`src/hw/rtl/card_machine_execute_unit_top_assert.svh`:
```
// Assertion macros used by the execute unit RTL.
`ifndef CARD_MACHINE_EXECUTE_UNIT_TOP_ASSERT_SVH
`define CARD_MACHINE_EXECUTE_UNIT_TOP_ASSERT_SVH
`ifndef ASSERT_OFF
`define CMEU_ASSERT(name, clk, rst, prop) \
   name: assert property (@(posedge clk) disable iff (rst) prop) \
      else $error("execute unit assertion failed");
`define CMEU_ASSERT_ALWAYS(name, clk, prop) \
   name: assert property (@(posedge clk) prop) \
      else $error("execute unit assertion failed");
`else
`define CMEU_ASSERT(name, clk, rst, prop)
`define CMEU_ASSERT_ALWAYS(name, clk, prop)
`endif
`endif

```
`src/hw/rtl/cmeu_pkg.sv`:
```
package cmeu_pkg;

   localparam logic [31:0] SPACES    = 32'h2020_2020;
   localparam logic [31:0] END_MARK  = 32'h2445_4E44;
   localparam logic [7:0]  CH_SPACE  = 8'h20;
   localparam logic [7:0]  CH_G      = 8'h47;
   localparam logic [7:0]  CH_D      = 8'h44;
   localparam logic [7:0]  CH_P      = 8'h50;
   localparam logic [7:0]  CH_L      = 8'h4C;
   localparam logic [7:0]  CH_R      = 8'h52;
   localparam logic [7:0]  CH_S      = 8'h53;
   localparam logic [7:0]  CH_C      = 8'h43;
   localparam logic [7:0]  CH_B      = 8'h42;
   localparam logic [7:0]  CH_T      = 8'h54;
   localparam logic [7:0]  CH_H      = 8'h48;
   localparam logic [7:0]  CH_ZERO   = 8'h30;
   localparam logic [7:0]  CH_NINE   = 8'h39;

   localparam int          BLOCK_WORDS = 10;
   localparam logic [3:0]  BLOCK_LIM   = 4'(BLOCK_WORDS);
   localparam logic [3:0]  PD_LAST     = 4'(BLOCK_WORDS - 1);

   localparam logic [1:0]  MODE_CLEAR = 2'd0;
   localparam logic [1:0]  MODE_LOAD  = 2'd1;
   localparam logic [1:0]  MODE_EXEC  = 2'd2;
   localparam logic [1:0]  MODE_DATA  = 2'd3;

   typedef enum logic [2:0] {
      ST_OK       = 3'd0,
      ST_READ     = 3'd1,
      ST_WRITE    = 3'd2,
      ST_HALT     = 3'd3,
      ST_BAD_OP   = 3'd4,
      ST_BAD_OPND = 3'd5,
      ST_IGNORED  = 3'd6
   } status_type;

   typedef enum logic [1:0] {
      K_CLEAR,
      K_LOAD,
      K_EXEC,
      K_DATA
   } kind_type;

   typedef enum logic [2:0] {
      S_IDLE,
      S_FETCH,
      S_DECODE,
      S_MEM,
      S_PD,
      S_RESP
   } state_type;

   typedef struct packed {
      logic [1:0]  mode;
      logic [6:0]  address;
      logic [31:0] word;
      logic        last;
   } req_type;

   typedef struct packed {
      logic [2:0]  status;
      logic [31:0] out_word;
      logic        out_last;
      logic        toggle;
   } rsp_type;

   typedef struct packed {
      kind_type    kind;
      logic        in_range;
      logic [6:0]  address;
      logic [31:0] word;
      logic        last;
   } item_type;

   function automatic logic is_digit(input logic [7:0] c);
      return (c >= CH_ZERO) && (c <= CH_NINE);
   endfunction

endpackage

```
`src/hw/rtl/cmeu_front.sv`:
```
module cmeu_front
   import cmeu_pkg::*;
#(
   parameter int STORE_WORDS = 100
) (
   input  logic     clock,
   input  logic     reset,
   input  logic     req_push,
   output logic     req_full,
   input  req_type  req_data,
   output logic     item_valid,
   output item_type item,
   input  logic     item_pop
);

   localparam logic [6:0] STORE_LIM = 7'(STORE_WORDS);

   item_type   slot_ff [2];
   logic       wr_ptr_ff, wr_ptr_in;
   logic       rd_ptr_ff, rd_ptr_in;
   logic [1:0] count_ff, count_in;
   item_type   classified;
   logic       push_ok;
   logic       pop_ok;

   always_comb begin
      classified.address  = req_data.address;
      classified.word     = req_data.word;
      classified.last     = req_data.last;
      classified.in_range = req_data.address < STORE_LIM;
      unique case (req_data.mode)
         MODE_CLEAR: classified.kind = K_CLEAR;
         MODE_LOAD:  classified.kind = K_LOAD;
         MODE_EXEC:  classified.kind = K_EXEC;
         default:    classified.kind = K_DATA;
      endcase
   end

   assign req_full   = count_ff == 2'd2;
   assign item_valid = count_ff != 2'd0;
   assign item       = slot_ff[rd_ptr_ff];
   assign push_ok    = req_push && !req_full;
   assign pop_ok     = item_pop && item_valid;

   always_comb begin
      wr_ptr_in = wr_ptr_ff ^ push_ok;
      rd_ptr_in = rd_ptr_ff ^ pop_ok;
      count_in  = count_ff + 2'(push_ok) - 2'(pop_ok);
   end

   always_ff @(posedge clock) begin
      if (reset) begin
         wr_ptr_ff <= 1'b0;
         rd_ptr_ff <= 1'b0;
         count_ff  <= 2'd0;
      end else begin
         wr_ptr_ff <= wr_ptr_in;
         rd_ptr_ff <= rd_ptr_in;
         count_ff  <= count_in;
      end
   end

   always_ff @(posedge clock) begin
      if (push_ok) begin
         slot_ff[wr_ptr_ff] <= classified;
      end
   end

endmodule

```
`config.mk`:
```
export PLATFORM = sky130hd
export DESIGN_NAME = cmeu_front
export DESIGN_NICKNAME = d
export VERILOG_FILES = /design/src/hw/rtl/card_machine_execute_unit_top_assert.svh /design/src/hw/rtl/cmeu_pkg.sv /design/src/hw/rtl/cmeu_front.sv
export SDC_FILE = /design/constraint.sdc
export NUM_CORES = 1
export LEC_CHECK = 0
export BUFFER_PORTS_ARGS = -buffer_cell sky130_fd_sc_hd__buf_2
export CAP_MARGIN = 20
export CORE_UTILIZATION = 30
export DETAILED_ROUTE_END_ITERATION = 7
export PLACE_DENSITY = 0.56
export SKIP_CTS_REPAIR_TIMING = 1
export SLEW_MARGIN = 40
export SYNTH_ARGS = -nofsm -noshare
export SYNTH_HDL_FRONTEND = slang
export SYNTH_SLANG_ARGS = --single-unit
```
`constraint.sdc`:
```
create_clock -name clock -period 2.3 [get_ports clock]
set_clock_uncertainty 0.2 [all_clocks]
set_input_delay 0.46 -clock clock [delete_from_list [all_inputs] [get_ports clock]]
set_output_delay 0.46 -clock clock [all_outputs]
set_load 0.005 [all_outputs]
```
## Yosys cells after proc, flatten, opt, wreduce, memory -nomap -nowiden

Memories as Yosys holds them, arrays and structs flattened. A register that Yosys moved wholly into a read port is not among the register bits.
Index checks and enable logic that the tools add are counted.

| word-level totals | value |
|---|---|
| register bits | 4 |
| word-level logic and storage cells | 21 |
| output and inout bits | 45 |
| RAM bits | 86 |
| memories kept | 1 |
| latch bits | 0 |
| input bits | 46 |
| bits in read-only memories | 0 |

Memory list:

| memory | depth | width | read ports | clocked after memory_dff | wr ports | RTL line | text |
|---|---|---|---|---|---|---|---|
| slot_ff | 2 | 43 | 1 | 1 | 1 | cmeu_front.sv:18 | `item_type slot_ff [2];` |

| operators by class | value |
|---|---|
| bitwise gates (word level) | 2 |
| equality and inequality tests | 3 |
| reductions and logical operators | 5 |
| shifts and indexed selects | 0 |
| add/subtract/negate cells | 2 |
| divide/modulo/power cells | 0 |
| mux-type cells | 4 |
| multipliers | 0 |
| magnitude comparators | 1 |

Operators with widths:

| cell | count |
|---|---|
| 7-bit less-than comparator (second input constant) | 1 |
| 2-bit one-hot mux with 3 select lines | 1 |
| 2-bit equality test (second input constant) | 2 |
| 1-bit two-way mux | 3 |
| 2-bit by 1-bit adder with 2-bit output | 1 |
| 2-bit by 1-bit equality test with 1-bit output (second input constant) | 1 |
| 1-bit logical AND | 2 |
| 2-bit zero test | 1 |
| 2-bit nonzero test | 1 |
| 2-bit by 1-bit subtractor with 2-bit output | 1 |
| 1-bit bitwise XOR | 2 |
| 1-bit zero test | 1 |

## Depth between registers and ports, before layout

| logic depth | value |
|---|---|
| depth after elaboration | 5 |
| depth in mapped cells | 7 |
| mapped depth without buffers | 7 |

## Worst setup path before layout

No wires, ideal clock.

| timing | value |
|---|---|
| path kind | register to register |
| start | register count_ff[0] |
| end | memory slot_ff[1][0] in the netlist's numbering, enable pin |
| library setup time | 0.405 ns |
| arrival time | 1.699 ns |
| required time | 1.695 ns |
| period minus slack after synthesis | 2.304 ns |
| path buffers | 0 |
| path slack | -0.004 ns |
| stages on the path, launching flop included | 4 |
| cells stage by stage | dfxtp_1 -> nand2b_1 -> and2_1 -> ha_1 |

| on the way | value |
|---|---|
| longest elaborated chain between the ends | 5 |

RTL lines:

| element | RTL line | text |
|---|---|---|
| start: declaration | cmeu_front.sv:21 | `logic [1:0] count_ff, count_in;` |
| start signal: assignment | cmeu_front.sv:59 | `count_ff <= count_in;` |
| 2-bit equality test | cmeu_front.sv:39 | `assign req_full = count_ff == 2'd2;` |
| 1-bit zero test | cmeu_front.sv:42 | `assign push_ok = req_push && !req_full;` |
| 1-bit logical AND | cmeu_front.sv:42 |  |
| 1-bit two-way mux | cmeu_front.sv:64 | `if (push_ok) begin` |
| 1-bit two-way mux (implied by the code) | cmeu_front.sv:65 | `slot_ff[wr_ptr_ff] <= classified;` |
| end: declaration | cmeu_front.sv:18 |  |

Every way passes these cells.

==> metrics.md <==
| Metric | Value |
|---|---|
| Final nets | 310 |
| Placed inst area | 4010 µm² |
| Core area | 10900 µm² |
| Critical path buffer and inverter count | 2 |
| Syn Nets | 210 |
| Drt wl/cell | 14.0 µm |
| PwrDens | around 1000 nW/µm² |
| Gr ovfl total | 0 |
| Final ANT Viol Nets | 0 |
| Vias in the first global route | 1693 |
| Register area share after synthesis | between 70% and 80% |
| RSZ-0062 raised after global routing | false |
| Critical path startpoint category | flip-flop |
| Drt first pass iters | 4 |
| Hold WS | 119 ps |
| Largest net degree at the start of global routing | 32 |
| Setup crit end | item[23] |
| Critical path, cell by cell | buf_4, mux2_2, buf_2 |
| Net Sw Frac | 24.1% |
| First-pass GRT wire length | 8.47 mm |
| Row count | 38 |
| Final period util | 89.6% |
| Slew of the pin with the lowest slew margin | 457 ps |
| LEAKAGE | 1.61 nW |
| Max-cap violations | 0 |
| Final instance area | around 4300 µm² |
| Critical path class | reg -> out |
| Crit-path leading delay family | buffers and inverters |
| Initial Utilization | 31.0% |
| Final Hold Viols | 0 |
| R2R setup slack | 570 ps |
| Clock Tree Buf Depth | 2 |
| Synthesized flop and latch total | 90 |
| CP max FO | 14 |
| Area growth, synth to finish | 25.8% |
| Worst-skew pair later-pin latency | 330 ps |
| Switching power | 1.06 mW |
| Gate power share | 22.7% |
| Cts bufs inserted | 9 |
| Vias per cell | roughly 4.2 |
| Share of cells above drive strength 1 | about three fifths |
| Top-Level Pins | 91 |
| Post-Route WL | 5.66 mm |
| Cells after Synth | 160 |
| Post-Place Worst Slack | 500 ps |
| Clk slew on worst S/H paths | 60 ps |
| R2R Path Start | count_ff[0] |
| Path category of the worst min-delay check | in -> reg |
| CTS tree | built |
| Worst slew margin | 69.2% |
| Worst reg2reg path depth | 4 |
| FMAX | 485 MHz |
| Vias | 1706 |
| Seq pwr share | 48.7% |
| Post-Syn Area | 3390 µm² |
| Status | finished clean |
| Number of library cell types mapped by synthesis | 18 |
| Max Slew Vio Count | 0 |
| Origin of the worst setup path | rd_ptr_ff |
| WP depth | 3 |
| Die H | 108 µm |
| CTS root buf | clkbuf_16 |
| Initial antenna violation count | 0 |
| Total Routing Usage GR | 10.1% |
| Drc violations | 0 |
| R2r endpoint | slot_ff[1][14] |
| Internal | 3.33 mW |
| Worst Slack Setup Final | roughly 240 ps |
| Non-filler cells, final | 404 |
| CP max stage delay | between 300 and 400 ps |
| DRT iter0 DRCs | 54 |
| ANT cells | 0 |
| Cells after DPL | 389 |
| Slowest stage cell, crit path | mux2_2 |
| Critical path capture point type | primary output |
| DIE WIDTH | 108 µm |
| Clk sinks | 90 |
| H-tree depth | 3 |
| Synth warn | 0 |
| Die ar. | 11700 µm² |
| Final setup fails | 0 |
| # port buffers | 90 |
| Hpwl dp | 3.67 mm |
| Clk network pwr share | about 29% |
| Placer Congestion | 0.624 |
| Req. time, crit path | 1640 ps |
| Syn avg cell area | 21.2 µm² |
| Min cycle time layout | 2060 ps |
| Crit path DAT | 1400 ps |
| Peak supply drop | between 0.3 and 0.4 mV |
power groups by stage:
stage          clock [mW]  sequential (mW)  combinational, mW
2_1_floorplan           0             2.16              0.649
3_3_place_gp            0             2.17               1.02
3_5_place_dp            0             2.18               1.03
4_1_cts              1.31             2.14               1.03
5_1_grt              1.36             2.16               1.12
6_report             1.26             2.14              0.999
cell usage after synthesis, drive strengths merged:
library cell	instances	area share [%]
nand2	1	0.11
ha	4	1.5
o311ai	1	0.26
mux2	44	15
nor2	3	0.33
o21a	1	0.22
edfxtp	86	76
inv	3	0.33
dfxtp	4	2.4
clkbuf	2	0.22
nor2b	2	0.37
nand2b	1	0.18
xnor3	1	0.66
and2	1	0.18
or2	1	0.18
buf	5	1.8
through the flow:
step,power (mW),TNS [ps],util (%)
after global routing,4.64,0,39.0
after global placement,3.19,0,36.7
after detailed placement,3.20,0,36.7
after CTS,4.48,0,39.0
final,4.39,0,39.0
after floorplan,2.81,-329,-
worst reg2reg max path: stages, from the launching register on:
cell and delay, ps:
dfxtp_1 350, nand2b_1 150, and2_1 170, ha_2 180, buf_4 330
sequential cells by signal (all words and copies together), names as in the netlist:
name,cells
rd_ptr_ff,1
wr_ptr_ff,1
slot_ff,86
count_ff,2
routing by layer:
layer | GRT usage (%) | vias up | routed length (µm)
met2 | 16.7 | 53 | 2830
met3 | 3.86 | 4 | 346
li1 | - | 818 | -
met1 | 11.7 | 831 | 2430
met5 | 0 | - | 0
met4 | 4.63 | 0 | 51
how the worst min path moves through the flow:
stage,from,to,slack (ps),cells after the start
6_report,req_data[41],slot_ff[0][42],120,1
4_1_cts,req_data[41],slot_ff[1][42],100,1
3_5_place_dp,wr_ptr_ff,wr_ptr_ff,380,3
3_3_place_gp,wr_ptr_ff,wr_ptr_ff,370,3
5_1_grt,req_data[33],slot_ff[1][33],100,1
2_1_floorplan,reset,wr_ptr_ff,330,1
layout by cell type, fill, tap and decap left out, types with 3 or more instances in the layout:
cell       netlist  final
buf_2            0     90
edfxtp_1        86     86
mux2_2          39     39
clkbuf_16        0      9
mux2_4           5      5
buf_4            0      5
inv_1            3      3
nor2_1           3      3
clkbuf_1         2      3
dfxtp_1          4      3
cell type report:
class / count / area [µm²]
Clock buffer: 12 / 236
Clock inverter: 3 / 17.5
Fill cell: 1041 / 6670
Inverter: 3 / 11.3
Multi-Input combinational cell: 60 / 654
Sequential cell: 90 / 2660
Tap cell: 140 / 175
Timing Repair Buffer: 96 / 508
cell families (layout without fill, tap and decap cells):
logic type / count (synthesis) / count (layout) / share of synthesized area, %
AND/OR/NAND/NOR: 9 / 9 / 1.37
AO/OA/AOI/OAI: 2 / 2 / 0.480
XOR/XNOR: 1 / 1 / 0.664
buffers and inverters: 10 / 114 / 2.32
multiplexers: 44 / 44 / 15.2
adder cells (fa/ha/maj): 4 / 4 / 1.48
flip-flops: 90 / 90 / 78.5
(Power assumes the default switching activity.)
