## config.mk

```make
export PLATFORM = sky130hd
export DESIGN_NAME = cmeu_back
export DESIGN_NICKNAME = d
export VERILOG_FILES = /design/src/hw/rtl/cmeu_pkg.sv /design/src/hw/rtl/cmeu_ram.sv /design/src/hw/rtl/cmeu_back.sv
export VERILOG_INCLUDE_DIRS = /design/src /design/src/hw/rtl
export SDC_FILE = /design/constraint.sdc
export NUM_CORES = 2
export LEC_CHECK = 0
export ABC_AREA = 1
export BUFFER_PORTS_ARGS = -buffer_cell sky130_fd_sc_hd__buf_2
export CAP_MARGIN = 0
export CELL_PAD_IN_SITES_DETAIL_PLACEMENT = 0
export CELL_PAD_IN_SITES_GLOBAL_PLACEMENT = 1
export CORE_AREA = 2 2 655 657
export CTS_CLUSTER_SIZE = 16
export DETAILED_ROUTE_END_ITERATION = 8
export DIE_AREA = 0 0 657 659
export MAX_ROUTING_LAYER = met4
export PLACE_DENSITY = 0.62
export SYNTH_ARGS = -nofsm -noshare
export SYNTH_HDL_FRONTEND = slang
export SYNTH_SLANG_ARGS = --single-unit
```

## constraint.sdc

```tcl
create_clock -name clock -period 8.6 [get_ports clock]
set_input_delay 0.86 -clock clock [delete_from_list [all_inputs] [get_ports clock]]
set_output_delay 0.86 -clock clock [all_outputs]
set_load 0.02 [all_outputs]
```

## src/hw/rtl/card_machine_execute_unit_top_assert.svh

```systemverilog
// Assertion macros used by the execute unit RTL.
`ifndef CARD_MACHINE_EXECUTE_UNIT_TOP_ASSERT_SVH
`define CARD_MACHINE_EXECUTE_UNIT_TOP_ASSERT_SVH
`ifndef ASSERT_OFF
`define CMEU_ASSERT(name, clk, rst, prop) \
   name: assert property (@(posedge clk) disable iff (rst) prop) \
      else $error("execute unit assertion failed");
`define CMEU_ASSERT_ALWAYS(name, clk, prop) \
   name: assert property (@(posedge clk) prop) \
      else $error("execute unit assertion failed");
`else
`define CMEU_ASSERT(name, clk, rst, prop)
`define CMEU_ASSERT_ALWAYS(name, clk, prop)
`endif
`endif

```

## src/hw/rtl/cmeu_pkg.sv

```systemverilog
package cmeu_pkg;

   localparam logic [31:0] SPACES    = 32'h2020_2020;
   localparam logic [31:0] END_MARK  = 32'h2445_4E44;
   localparam logic [7:0]  CH_SPACE  = 8'h20;
   localparam logic [7:0]  CH_G      = 8'h47;
   localparam logic [7:0]  CH_D      = 8'h44;
   localparam logic [7:0]  CH_P      = 8'h50;
   localparam logic [7:0]  CH_L      = 8'h4C;
   localparam logic [7:0]  CH_R      = 8'h52;
   localparam logic [7:0]  CH_S      = 8'h53;
   localparam logic [7:0]  CH_C      = 8'h43;
   localparam logic [7:0]  CH_B      = 8'h42;
   localparam logic [7:0]  CH_T      = 8'h54;
   localparam logic [7:0]  CH_H      = 8'h48;
   localparam logic [7:0]  CH_ZERO   = 8'h30;
   localparam logic [7:0]  CH_NINE   = 8'h39;

   localparam int          BLOCK_WORDS = 10;
   localparam logic [3:0]  BLOCK_LIM   = 4'(BLOCK_WORDS);
   localparam logic [3:0]  PD_LAST     = 4'(BLOCK_WORDS - 1);

   localparam logic [1:0]  MODE_CLEAR = 2'd0;
   localparam logic [1:0]  MODE_LOAD  = 2'd1;
   localparam logic [1:0]  MODE_EXEC  = 2'd2;
   localparam logic [1:0]  MODE_DATA  = 2'd3;

   typedef enum logic [2:0] {
      ST_OK       = 3'd0,
      ST_READ     = 3'd1,
      ST_WRITE    = 3'd2,
      ST_HALT     = 3'd3,
      ST_BAD_OP   = 3'd4,
      ST_BAD_OPND = 3'd5,
      ST_IGNORED  = 3'd6
   } status_type;

   typedef enum logic [1:0] {
      K_CLEAR,
      K_LOAD,
      K_EXEC,
      K_DATA
   } kind_type;

   typedef enum logic [2:0] {
      S_IDLE,
      S_FETCH,
      S_DECODE,
      S_MEM,
      S_PD,
      S_RESP
   } state_type;

   typedef struct packed {
      logic [1:0]  mode;
      logic [6:0]  address;
      logic [31:0] word;
      logic        last;
   } req_type;

   typedef struct packed {
      logic [2:0]  status;
      logic [31:0] out_word;
      logic        out_last;
      logic        toggle;
   } rsp_type;

   typedef struct packed {
      kind_type    kind;
      logic        in_range;
      logic [6:0]  address;
      logic [31:0] word;
      logic        last;
   } item_type;

   function automatic logic is_digit(input logic [7:0] c);
      return (c >= CH_ZERO) && (c <= CH_NINE);
   endfunction

endpackage

```

## src/hw/rtl/cmeu_ram.sv

```systemverilog
module cmeu_ram #(
   parameter int WIDTH = 32,
   parameter int DEPTH = 100
) (
   input  logic                     clock,
   input  logic                     wr_en,
   input  logic [$clog2(DEPTH)-1:0] wr_addr,
   input  logic [WIDTH-1:0]         wr_data,
   input  logic                     rd_en,
   input  logic [$clog2(DEPTH)-1:0] rd_addr,
   output logic [WIDTH-1:0]         rd_data
);

   logic [WIDTH-1:0] mem_ff [DEPTH];
   logic [WIDTH-1:0] rd_data_ff;

   always_ff @(posedge clock) begin
      if (wr_en) begin
         mem_ff[wr_addr] <= wr_data;
      end
      if (rd_en) begin
         rd_data_ff <= mem_ff[rd_addr];
      end
   end

   assign rd_data = rd_data_ff;

endmodule

```

## src/hw/rtl/cmeu_back.sv

```systemverilog
`include "card_machine_execute_unit_top_assert.svh"

module cmeu_back
   import cmeu_pkg::*;
#(
   parameter int STORE_WORDS = 100
) (
   input  logic     clock,
   input  logic     reset,
   input  logic     item_valid,
   input  item_type item,
   output logic     item_pop,
   output logic     rsp_empty,
   output rsp_type  rsp_data,
   input  logic     rsp_pop
);

   localparam int         AW        = $clog2(STORE_WORDS);
   localparam logic [6:0] STORE_LIM = 7'(STORE_WORDS);

   state_type              state_ff, state_in;
   logic [31:0]            gr_ff, gr_in;
   logic [31:0]            ir_ff, ir_in;
   logic [6:0]             ic_ff, ic_in;
   logic                   tog_ff, tog_in;
   logic                   stop_ff, stop_in;
   logic                   ract_ff, ract_in;
   logic [6:0]             rptr_ff, rptr_in;
   logic [3:0]             rcnt_ff, rcnt_in;
   status_type             status_ff, status_in;
   logic [6:0]             base_ff, base_in;
   logic [3:0]             pdi_ff, pdi_in;
   logic [STORE_WORDS-1:0] valid_ff, valid_in;
   logic                   vrd_ff, vrd_in;
   rsp_type                out_ff, out_in;
   logic                   outv_ff, outv_in;

   logic                   wr_en;
   logic [AW-1:0]          wr_addr;
   logic [31:0]            wr_data;
   logic                   rd_issue;
   logic [6:0]             rd_addr7;
   logic                   rd_inr;
   logic [31:0]            ram_q;
   logic [31:0]            rd_word;
   logic                   out_free;
   logic [7:0]             c0, c1, c2, c3;
   logic [3:0]             tens, units;
   logic [6:0]             base7, op7;
   logic                   opc_ok;
   logic [3:0]             rcnt_next;

   cmeu_ram #(.WIDTH(32), .DEPTH(STORE_WORDS)) u_store (
      .clock   (clock),
      .wr_en   (wr_en),
      .wr_addr (wr_addr),
      .wr_data (wr_data),
      .rd_en   (rd_issue && rd_inr),
      .rd_addr (rd_addr7[AW-1:0]),
      .rd_data (ram_q)
   );

   assign rd_inr    = rd_addr7 < STORE_LIM;
   assign rd_word   = vrd_ff ? ram_q : SPACES;
   assign out_free  = !outv_ff || rsp_pop;
   assign rsp_empty = !outv_ff;
   assign rsp_data  = out_ff;

   assign c0    = ir_ff[31:24];
   assign c1    = ir_ff[23:16];
   assign c2    = ir_ff[15:8];
   assign c3    = ir_ff[7:0];
   assign tens  = c2[3:0];
   assign units = c3[3:0];
   assign base7 = 7'({tens, 3'b000}) + 7'({tens, 1'b0});
   assign op7   = base7 + 7'(units);
   assign rcnt_next = rcnt_ff + 4'd1;

   always_comb begin
      opc_ok = (c0 == CH_H)
            || (c0 == CH_G && c1 == CH_D) || (c0 == CH_P && c1 == CH_D)
            || (c0 == CH_L && c1 == CH_R) || (c0 == CH_S && c1 == CH_R)
            || (c0 == CH_C && c1 == CH_R) || (c0 == CH_B && c1 == CH_T);
   end

   always_comb begin
      state_in  = state_ff;
      gr_in     = gr_ff;
      ir_in     = ir_ff;
      ic_in     = ic_ff;
      tog_in    = tog_ff;
      stop_in   = stop_ff;
      ract_in   = ract_ff;
      rptr_in   = rptr_ff;
      rcnt_in   = rcnt_ff;
      status_in = status_ff;
      base_in   = base_ff;
      pdi_in    = pdi_ff;
      valid_in  = valid_ff;
      out_in    = out_ff;
      outv_in   = outv_ff && !rsp_pop;
      item_pop  = 1'b0;
      wr_en     = 1'b0;
      wr_addr   = '0;
      wr_data   = gr_ff;
      rd_issue  = 1'b0;
      rd_addr7  = ic_ff;

      unique case (state_ff)
         S_IDLE: begin
            if (item_valid) begin
               item_pop  = 1'b1;
               state_in  = S_RESP;
               status_in = ST_OK;
               unique case (item.kind)
                  K_CLEAR: begin
                     valid_in = '0;
                     ic_in    = '0;
                     tog_in   = 1'b0;
                     stop_in  = 1'b0;
                     ract_in  = 1'b0;
                     rptr_in  = '0;
                     rcnt_in  = '0;
                     ir_in    = {ir_ff[31:8], CH_SPACE};
                     gr_in    = {gr_ff[31:8], CH_SPACE};
                  end
                  K_LOAD: begin
                     if (item.in_range) begin
                        wr_en    = 1'b1;
                        wr_addr  = item.address[AW-1:0];
                        wr_data  = item.word;
                        valid_in[item.address[AW-1:0]] = 1'b1;
                     end else begin
                        status_in = ST_IGNORED;
                     end
                  end
                  K_DATA: begin
                     if (!ract_ff) begin
                        status_in = ST_IGNORED;
                     end else begin
                        if (rptr_ff < STORE_LIM) begin
                           wr_en   = 1'b1;
                           wr_addr = rptr_ff[AW-1:0];
                           wr_data = item.word;
                           valid_in[rptr_ff[AW-1:0]] = 1'b1;
                        end
                        rptr_in = rptr_ff + 7'd1;
                        rcnt_in = rcnt_next;
                        if (item.word == END_MARK || item.last || rcnt_next >= BLOCK_LIM) begin
                           ract_in = 1'b0;
                        end
                     end
                  end
                  default: begin
                     if (stop_ff || ract_ff) begin
                        status_in = ST_IGNORED;
                     end else if (ic_ff >= STORE_LIM) begin
                        stop_in   = 1'b1;
                        status_in = ST_BAD_OPND;
                     end else begin
                        rd_issue = 1'b1;
                        rd_addr7 = ic_ff;
                        state_in = S_FETCH;
                     end
                  end
               endcase
            end
         end
         S_FETCH: begin
            ir_in    = rd_word;
            ic_in    = ic_ff + 7'd1;
            state_in = S_DECODE;
         end
         S_DECODE: begin
            state_in  = S_RESP;
            status_in = ST_OK;
            priority if (!opc_ok) begin
               stop_in   = 1'b1;
               status_in = ST_BAD_OP;
            end else if (c0 == CH_H) begin
               stop_in   = 1'b1;
               status_in = ST_HALT;
            end else if (!is_digit(c2) || !is_digit(c3) || op7 >= STORE_LIM) begin
               stop_in   = 1'b1;
               status_in = ST_BAD_OPND;
            end else if (c0 == CH_G) begin
               ract_in   = 1'b1;
               rptr_in   = base7;
               rcnt_in   = '0;
               status_in = ST_READ;
            end else if (c0 == CH_P) begin
               base_in  = base7;
               pdi_in   = '0;
               rd_issue = 1'b1;
               rd_addr7 = base7;
               state_in = S_PD;
            end else if (c0 == CH_L || c0 == CH_C) begin
               rd_issue = 1'b1;
               rd_addr7 = op7;
               state_in = S_MEM;
            end else if (c0 == CH_S) begin
               wr_en   = 1'b1;
               wr_addr = op7[AW-1:0];
               wr_data = gr_ff;
               valid_in[op7[AW-1:0]] = 1'b1;
            end else begin
               if (tog_ff) begin
                  ic_in  = op7;
                  tog_in = 1'b0;
               end
            end
         end
         S_MEM: begin
            if (c0 == CH_L) begin
               gr_in = rd_word;
            end else begin
               tog_in = rd_word == gr_ff;
            end
            state_in = S_RESP;
         end
         S_PD: begin
            if (out_free) begin
               outv_in         = 1'b1;
               out_in.status   = ST_WRITE;
               out_in.out_word = rd_word;
               out_in.out_last = pdi_ff == PD_LAST;
               out_in.toggle   = tog_ff;
               if (pdi_ff == PD_LAST) begin
                  state_in = S_IDLE;
               end else begin
                  // advance to the next word of the block
                  pdi_in   = pdi_ff + 4'd1;
                  rd_issue = 1'b1;
                  rd_addr7 = base_ff + 7'(pdi_ff) + 7'd1;
               end
            end
         end
         default: begin
            if (out_free) begin
               outv_in         = 1'b1;
               out_in.status   = status_ff;
               out_in.out_word = '0;
               out_in.out_last = 1'b0;
               out_in.toggle   = tog_ff;
               state_in        = S_IDLE;
            end
         end
      endcase

      vrd_in = rd_issue ? (rd_inr && valid_ff[rd_addr7[AW-1:0]]) : vrd_ff;
   end

   always_ff @(posedge clock) begin
      if (reset) begin
         state_ff <= S_IDLE;
         gr_ff    <= '0;
         ir_ff    <= '0;
         ic_ff    <= '0;
         tog_ff   <= 1'b0;
         stop_ff  <= 1'b0;
         ract_ff  <= 1'b0;
         rptr_ff  <= '0;
         rcnt_ff  <= '0;
         valid_ff <= '0;
         outv_ff  <= 1'b0;
      end else begin
         state_ff <= state_in;
         gr_ff    <= gr_in;
         ir_ff    <= ir_in;
         ic_ff    <= ic_in;
         tog_ff   <= tog_in;
         stop_ff  <= stop_in;
         ract_ff  <= ract_in;
         rptr_ff  <= rptr_in;
         rcnt_ff  <= rcnt_in;
         valid_ff <= valid_in;
         outv_ff  <= outv_in;
      end
   end

   always_ff @(posedge clock) begin
      status_ff <= status_in;
      base_ff   <= base_in;
      pdi_ff    <= pdi_in;
      vrd_ff    <= vrd_in;
      out_ff    <= out_in;
   end

   `CMEU_ASSERT(a_pd_ends, clock, reset, (state_ff == S_PD && out_free && pdi_ff == PD_LAST) |=> (state_ff == S_IDLE))
   `CMEU_ASSERT(a_read_from_gd, clock, reset, $rose(ract_ff) |-> ($past(state_ff) == S_DECODE))
   `CMEU_ASSERT(a_out_held, clock, reset, (outv_ff && !rsp_pop) |=> outv_ff)
   `CMEU_ASSERT_ALWAYS(a_stopped_no_fetch, clock, (!reset && state_ff == S_IDLE && stop_ff && item_valid && item.kind == K_EXEC) |=> (state_ff == S_RESP))

endmodule

```

Word-level counts from Yosys, hierarchy flattened
Memory sizes are Yosys's and may differ from the RTL's. A register that Yosys moved wholly into a read port is not among the register bits.
Cells that the tools add are included.
{"block": "op_classes", "addsub": 8, "reduce_logical": 58, "bitwise": 8, "eq_ne": 46, "n_mux": 178, "order_cmp": 16}
{"cell": "$mux 100", "n": 11}
{"cell": "$or 100x100->100", "n": 3}
{"cell": "$pmux 100 s3", "n": 1}
{"cell": "$mux 7", "n": 35}
{"cell": "$mux 32", "n": 7}
{"cell": "$pmux 100 s2", "n": 1}
{"cell": "$pmux 32 s2", "n": 3}
{"cell": "$eq 8x7->1 const B", "n": 10}
{"cell": "$mux 37", "n": 2}
{"cell": "$pmux 37 s2", "n": 1}
{"cell": "$pmux 7 s2", "n": 5}
{"cell": "$mux 3", "n": 21}
{"cell": "$mux 1", "n": 57}
{"cell": "$mux 4", "n": 13}
{"cell": "$ne 2x2->1 const B", "n": 18}
{"cell": "$eq 32x30->1 const B", "n": 1}
{"cell": "$eq 32x32->1", "n": 1}
{"cell": "$lt 7x8->1 const B", "n": 4}
{"cell": "$pmux 4 s2", "n": 3}
{"cell": "$reduce_and 11->1", "n": 2}
{"cell": "$add 7x1->7 const B", "n": 3}
{"cell": "$demux 1 s7", "n": 3}
{"cell": "$ge 7x1->1 const B", "n": 3}
{"cell": "$pmux 7 s3", "n": 1}
{"cell": "46 further kinds", "n": 105}
{"block": "totals", "mem_count": 1, "elab_cells": 336, "output_inout_bits": 39, "regBits": 241, "in_bits": 47, "ram_bits": 3200}
{"name": "u_store.mem_ff", "words": 100, "word_bits": 32, "read_ports": 1, "rd_clocked_by_memory_dff": 1, "write_ports": 1, "line_no": "cmeu_ram.sv:14", "rtl": "logic [WIDTH-1:0] mem_ff [DEPTH];"}

Depth between registers and ports, before layout
{"block": "depth", "ltp_word": 15, "ltp_mapped": 30, "depth_no_buf": 29}

Modules after synthesis
Synthesis repeated with hierarchy kept, for this count alone.
{"block": "unflattened", "hier_cells": 12967, "hier_area_um2": 145605.9}
{"module": "cmeu_ram", "seq_area_each_um2": 97053.1, "area_each_um2": 129820.8, "cells_each": 10663, "instances": 1}
{"module": "cmeu_back", "seq_area_each_um2": 5315.1, "area_each_um2": 15785.1, "cells_each": 2304, "instances": 1}

Worst setup path after synthesis
OpenSTA, ideal clock, no wires.
{"block": "synth_path", "path_kind": "in2reg", "start": "in item_valid", "end": "mem u_store.mem_ff[0][10], data pin", "t_arrival_ns": 6.484, "path_slack_ns": 1.097, "required_ns": 7.581, "stages": 7, "path_cell_list": "inv_1 -> nor2_1 -> inv_1 -> nor2_1 -> clkbuf_1 -> clkinv_1 -> o32ai_1"}
{"block": "synth_via", "elab_chain_len": 2}
{"item": "start, declared", "line_no": "cmeu_back.sv:10", "rtl": "input logic item_valid,"}
{"item": "$mux 32", "line_no": "cmeu_back.sv:111", "rtl": "if (item_valid) begin"}
{"item": "$mux 32"}
{"item": "named net u_store.wr_data[10]", "line_no": "cmeu_ram.sv:8", "rtl": "input logic [WIDTH-1:0] wr_data,"}
{"item": "end, declared", "line_no": "cmeu_ram.sv:14"}
The timed path passes the listed nets, and every way through them passes these cells.

Worst setup path after layout
{"block": "layout_path", "start": "reg ir_ff[8]", "end": "mem u_store.mem_ff[58][7], enable pin"}
{"block": "layout_via", "word_cells_on_any_way": 23, "classes_between": "2 x add/sub; 3 x order compare; 14 x mux; 4 x reduce/logical"}
{"item": "start, declared", "line_no": "cmeu_back.sv:23", "rtl": "logic [31:0] ir_ff, ir_in;"}
{"item": "start signal, assigned", "line_no": "cmeu_back.sv:269", "rtl": "ir_ff <= ir_in;"}
{"item": "$add 7x5->7 *", "line_no": "cmeu_back.sv:75", "rtl": "assign base7 = 7'({tens, 3'b000}) + 7'({tens, 1'b0});"}
{"item": "named net base7[4]", "line_no": "cmeu_back.sv:49", "rtl": "logic [6:0] base7, op7;"}
{"item": "$add 7x4->7 *", "line_no": "cmeu_back.sv:76", "rtl": "assign op7 = base7 + 7'(units);"}
{"item": "$ge 7x7->1 / $mux 7 (equally long branches)", "line_no": "cmeu_back.sv:183, cmeu_back.sv:201"}
{"item": "$logic_or 1x1->1 / $mux 7 (equally long branches)", "line_no": "cmeu_back.sv:183, cmeu_back.sv:197"}
{"item": "$mux 1 / $mux 7 (equally long branches)", "line_no": "cmeu_back.sv:183, cmeu_back.sv:191"}
{"item": "$mux 1 / $mux 7 (equally long branches)", "line_no": "cmeu_back.sv:180, cmeu_back.sv:186"}
{"item": "$mux 1 / $mux 7 (equally long branches)", "line_no": "cmeu_back.sv:177, cmeu_back.sv:183"}
{"item": "$pmux 1 s2 / $mux 7 (equally long branches)", "line_no": "cmeu_back.sv:109, cmeu_back.sv:180"}
{"item": "$mux 1 / $mux 7 (equally long branches)", "line_no": "cmeu_ram.sv:18, cmeu_back.sv:177"}
{"item": "$mux 1 (not written as such) / $pmux 7 s2 (equally long branches)", "line_no": "cmeu_ram.sv:19, cmeu_back.sv:109"}
Mark *: on every way through the listed nets, which the timed path passes. The rest lies on a longest branch.

==> flow_summary_export.csv <==
group,metric,value,unit
critical_path,critPathTopFamily,"simple AND/OR/NAND/NOR gates",
logic_synthesis,synth_seq_area_share,69.00,%
cts,htreeDepth,5,
cts,postCtsSetupRepairBufs,0,
floorplanning,coreArea,0.4258,mm²
cts,cts_buffer_depth,4,
critical_path,cp_max_fo,32,
logic_synthesis,ys.warnings.count,0,
global_routing,track_usage,23.87,%
critical_path,path_cells,"ha_1 -> fa_1 -> inv_1 -> nand4_1 -> nand2_1 -> nand3_1 -> nand3_2 -> nand2_1 -> nor3_1 -> nand2_1 -> nor2_1 -> inv_1 -> o21ai_0 -> inv_1 -> nor2_2 -> nand2_1 -> nor2_4",
critical_path,arrival,7590,ps
cts,clkTransAtPathRegs,60,ps
floorplanning,die_w,657,µm
timing,finalSetupViolCount,0,
logic_synthesis,synth_xor_area_share,0.1467,%
logic_synthesis,synth_mux_area_share,0,%
global_routing,grt.overflow.total,0,
layout,area_growth_syn_to_layout,12.95,%
floorplanning,dieArea,0.4330,mm²
cts,insertion_delay,980,ps
cts,cts_root_buffer,"clkbuf_16",
global_routing,grt_pass1_vias,98610,
timing,worst_pin_slew,1238,ps
drt,wl,519000,µm
critical_path,crit_path_end_kind,"flop",
drt,vias,105800,
cts,clkSinkCount,3472,
timing,fin_crit_sh,81.57,%
layout,fin_nets,13040,
critical_path,critPathBufInv,3,
critical_path,critPathLaunchType,"flop",
timing,period_needed,7015,ps
floorplanning,start_util,34.84,%
drt,drc,0,
logic_synthesis,synth.distinct_cells,61,
critical_path,ff2ff_setup_slack,1590,ps
cts,cts.repair.resized,0,
cts,cts_buffers,388,
drt,wl_per_cell,27.35,µm
floorplanning,die_h,659,µm
critical_path,crit_path_max_incr_delay,1130,ps
cts,cts_hold_buf,0,
logic_synthesis,synth_nets,13300,
timing,worst_slack,1585,ps
timing,fin_skew,41.32,ps
logic_synthesis,synth-async-reset-ratio,0,%
placed_design,port_buffers,85,
logic_synthesis,synth-edff-count,3283,
drt,ant_nets,0,
critical_path,crit_path_frequent_cell,"nand2_1",
critical_path,crit_type,"reg2reg",
power_and_ir_drop,power_leakage,58.10,nW
timing,relSlewSlack,17.49,%
layout,drive_gt1_share,8.088,%
power_and_ir_drop,powerDensity,384.5,mW/mm²
critical_path,cpMaxStageDelayCell,"nor2_4",
cts,cts_tree,"yes",
timing,slew_violations,0,
placed_design,post-dp-hpwl,293300,µm
timing,rsz0062_at_grt,"no",
floorplanning,ios,86,
logic_synthesis,synth-seq-cells,3472,
drt,first_pass_iters,7,
logic_synthesis,ys.flop_type,"edfxtp_1",
logic_synthesis,synth_area,0.1484,mm²
timing,setup_tns,0,ps
logic_synthesis,synth_top_family_by_area,"simple AND/OR/NAND/NOR gates",
drt,dr.first_iter.drc_count,12270,
logic_synthesis,synthSimpleGateAreaFrac,22.26,%
placed_design,post-place-ws,1754,ps
drt,vias_per_cell,5.574,
global_routing,grt_pass1_wl,739900,µm
flow_run,drv_cap,0,
logic_synthesis,avgSynthCellArea,11.21,µm²
power_and_ir_drop,ir_drop,0.4115,mV
timing,fmax,142.6,MHz
logic_synthesis,synth-compound-area-share,4.127,%
global_routing,antenna_found_initial,13,
global_routing,grt_max_degree,206,
timing,hold_viol_final,0,
outcome,status,"complete, no violations",
floorplanning,rows,240,
critical_path,crit_required,9180,ps
logic_synthesis,synthAdderAreaFrac,0.1670,%
placed_design,gp_congestion,0.8762,
logic_synthesis,synth_cells,13230,
min_path,min_path_type,"in2reg",
==> registers in the layout (all words and copies together), names as in the netlist, 6 cells and up <==
| name | cells |
|---|---|
| rptr_ff | 7 |
| u_store.rd_data | 32 |
| gr_ff | 32 |
| ic_ff | 7 |
| ir_ff | 32 |
| u_store.mem_ff | 3200 |
| valid_ff | 100 |
| base_ff | 6 |
| rsp_data | 37 |
==> tightest hold or removal path: cells and delay by family <==
family,cells,cell delay (ps)
AND/OR/NAND/NOR,2,100
buffers and inverters,1,100
AO/OA/AOI/OAI,1,70
==> cells in the final DEF, fill, tap and decap left out, types with 95 or more instances in the layout <==
master | Yosys | final
dfxtp_1 | 189 | 189
a211oi_1 | 95 | 95
nor2_1 | 390 | 279
nor3_1 | 125 | 125
nand2_1 | 2531 | 2523
inv_1 | 372 | 370
clkbuf_16 | 0 | 394
edfxtp_1 | 3283 | 3283
nor2_4 | 1 | 105
nand3_1 | 4155 | 4153
a21oi_1 | 366 | 365
o21ai_0 | 297 | 293
buf_4 | 85 | 209
==> metal layers <==
metal / global-route usage [%] / wire length [µm]
met5: - / 0
met4: 7.501 / 17760
met3: 3.298 / 37700
met2: 36.25 / 237100
met1: 33.18 / 226400
==> where the power goes <==
part | internal [mW] | leakage (nW) | switching [mW]
clock | 9.07 | 5.85 | 6.99
sequential | 19.1 | 31.2 | 0.391
combinational | 7.07 | 21.1 | 21.9
==> layout make-up <==
cell class / count / area [µm²]
clock buffers: 489 / 10230
repair buffers: 369 / 3511
multi-input cells: 8356 / 41030
inverters: 383 / 1468
diodes: 11 / 27.53
clock inverters: 210 / 1818
fillers: 41060 / 258200
well taps: 5687 / 7116
flip-flops and latches: 3472 / 102400
==> cells by family (layout without fill, tap and decap cells) <==
kind of cell               count (synthesis)  count (layout)
and+or+nand+nor                         7289            7289
DFF                                     3472            3472
buffers and inverters                   1403            1451
AOI/OAI and AO/OA                       1025            1025
xor gates and xnor gates                  24              24
adders and majority gates                 18              18
other                                      0              11
==> final timing paths <==
kind | start | to | cells after the start
worst min-delay path | item[0] | ract_ff$_SDFFE_PP0P_ | 4
worst max register to register | ir_ff[8]$_SDFFE_PP0P_ | u_store.mem_ff[58][7]$_DFFE_PP_ | 17
worst min register to register | ir_ff[23]$_SDFFE_PP0P_ | ir_ff[23]$_SDFFE_PP0P_ | 2
worst max-delay path | ir_ff[8]$_SDFFE_PP0P_ | u_store.mem_ff[58][7]$_DFFE_PP_ | 17
==> per-stage QoR <==
| step | hold WS, ps | util (%) | instance area, µm² | power (mW) | cells |
|---|---|---|---|---|---|
| CTS | 176.5 | 39.35 | 167500 | 64.44 | 18970 |
| detailed placement | 449.2 | 36.52 | 155500 | 48.47 | 18270 |
| finish | 240.4 | 39.35 | 167600 | 64.44 | 18980 |
| global route | 249.5 | 39.35 | 167500 | 67.36 | 18970 |
| floorplan | 425.2 | - | 148400 | 37.07 | 13230 |
| global placement | 435.6 | 36.52 | 155500 | 48.49 | 18270 |
==> synth_stat cells (all sizes together), types with 4 or more instances <==
master / instances / area [µm²]
a31oi: 8 / 50.05
ha: 15 / 187.7
dfxtp: 189 / 3784
nor4: 14 / 87.58
o32ai: 9 / 78.83
nand2: 2540 / 9572
nand3: 4158 / 20820
clkinv: 4 / 15.01
inv: 379 / 1425
buf: 682 / 3674
o311ai: 16 / 140.1
nor3: 126 / 635.6
edfxtp: 3283 / 98580
a221o: 41 / 410.4
a21oi: 368 / 1849
xnor2: 7 / 61.31
clkbuf: 338 / 1269
a211oi: 95 / 713.2
a221oi: 6 / 52.55
o22ai: 40 / 250.2
nor2: 393 / 1488
o21ai: 314 / 1572
o221ai: 8 / 70.07
o31ai: 14 / 105.1
a22oi: 7 / 57.55
xor2: 17 / 156.4
nand3b: 36 / 270.3
a311oi: 10 / 87.58
nand4: 17 / 106.4
o211ai: 77 / 578.1
(Power assumes the default switching activity.)
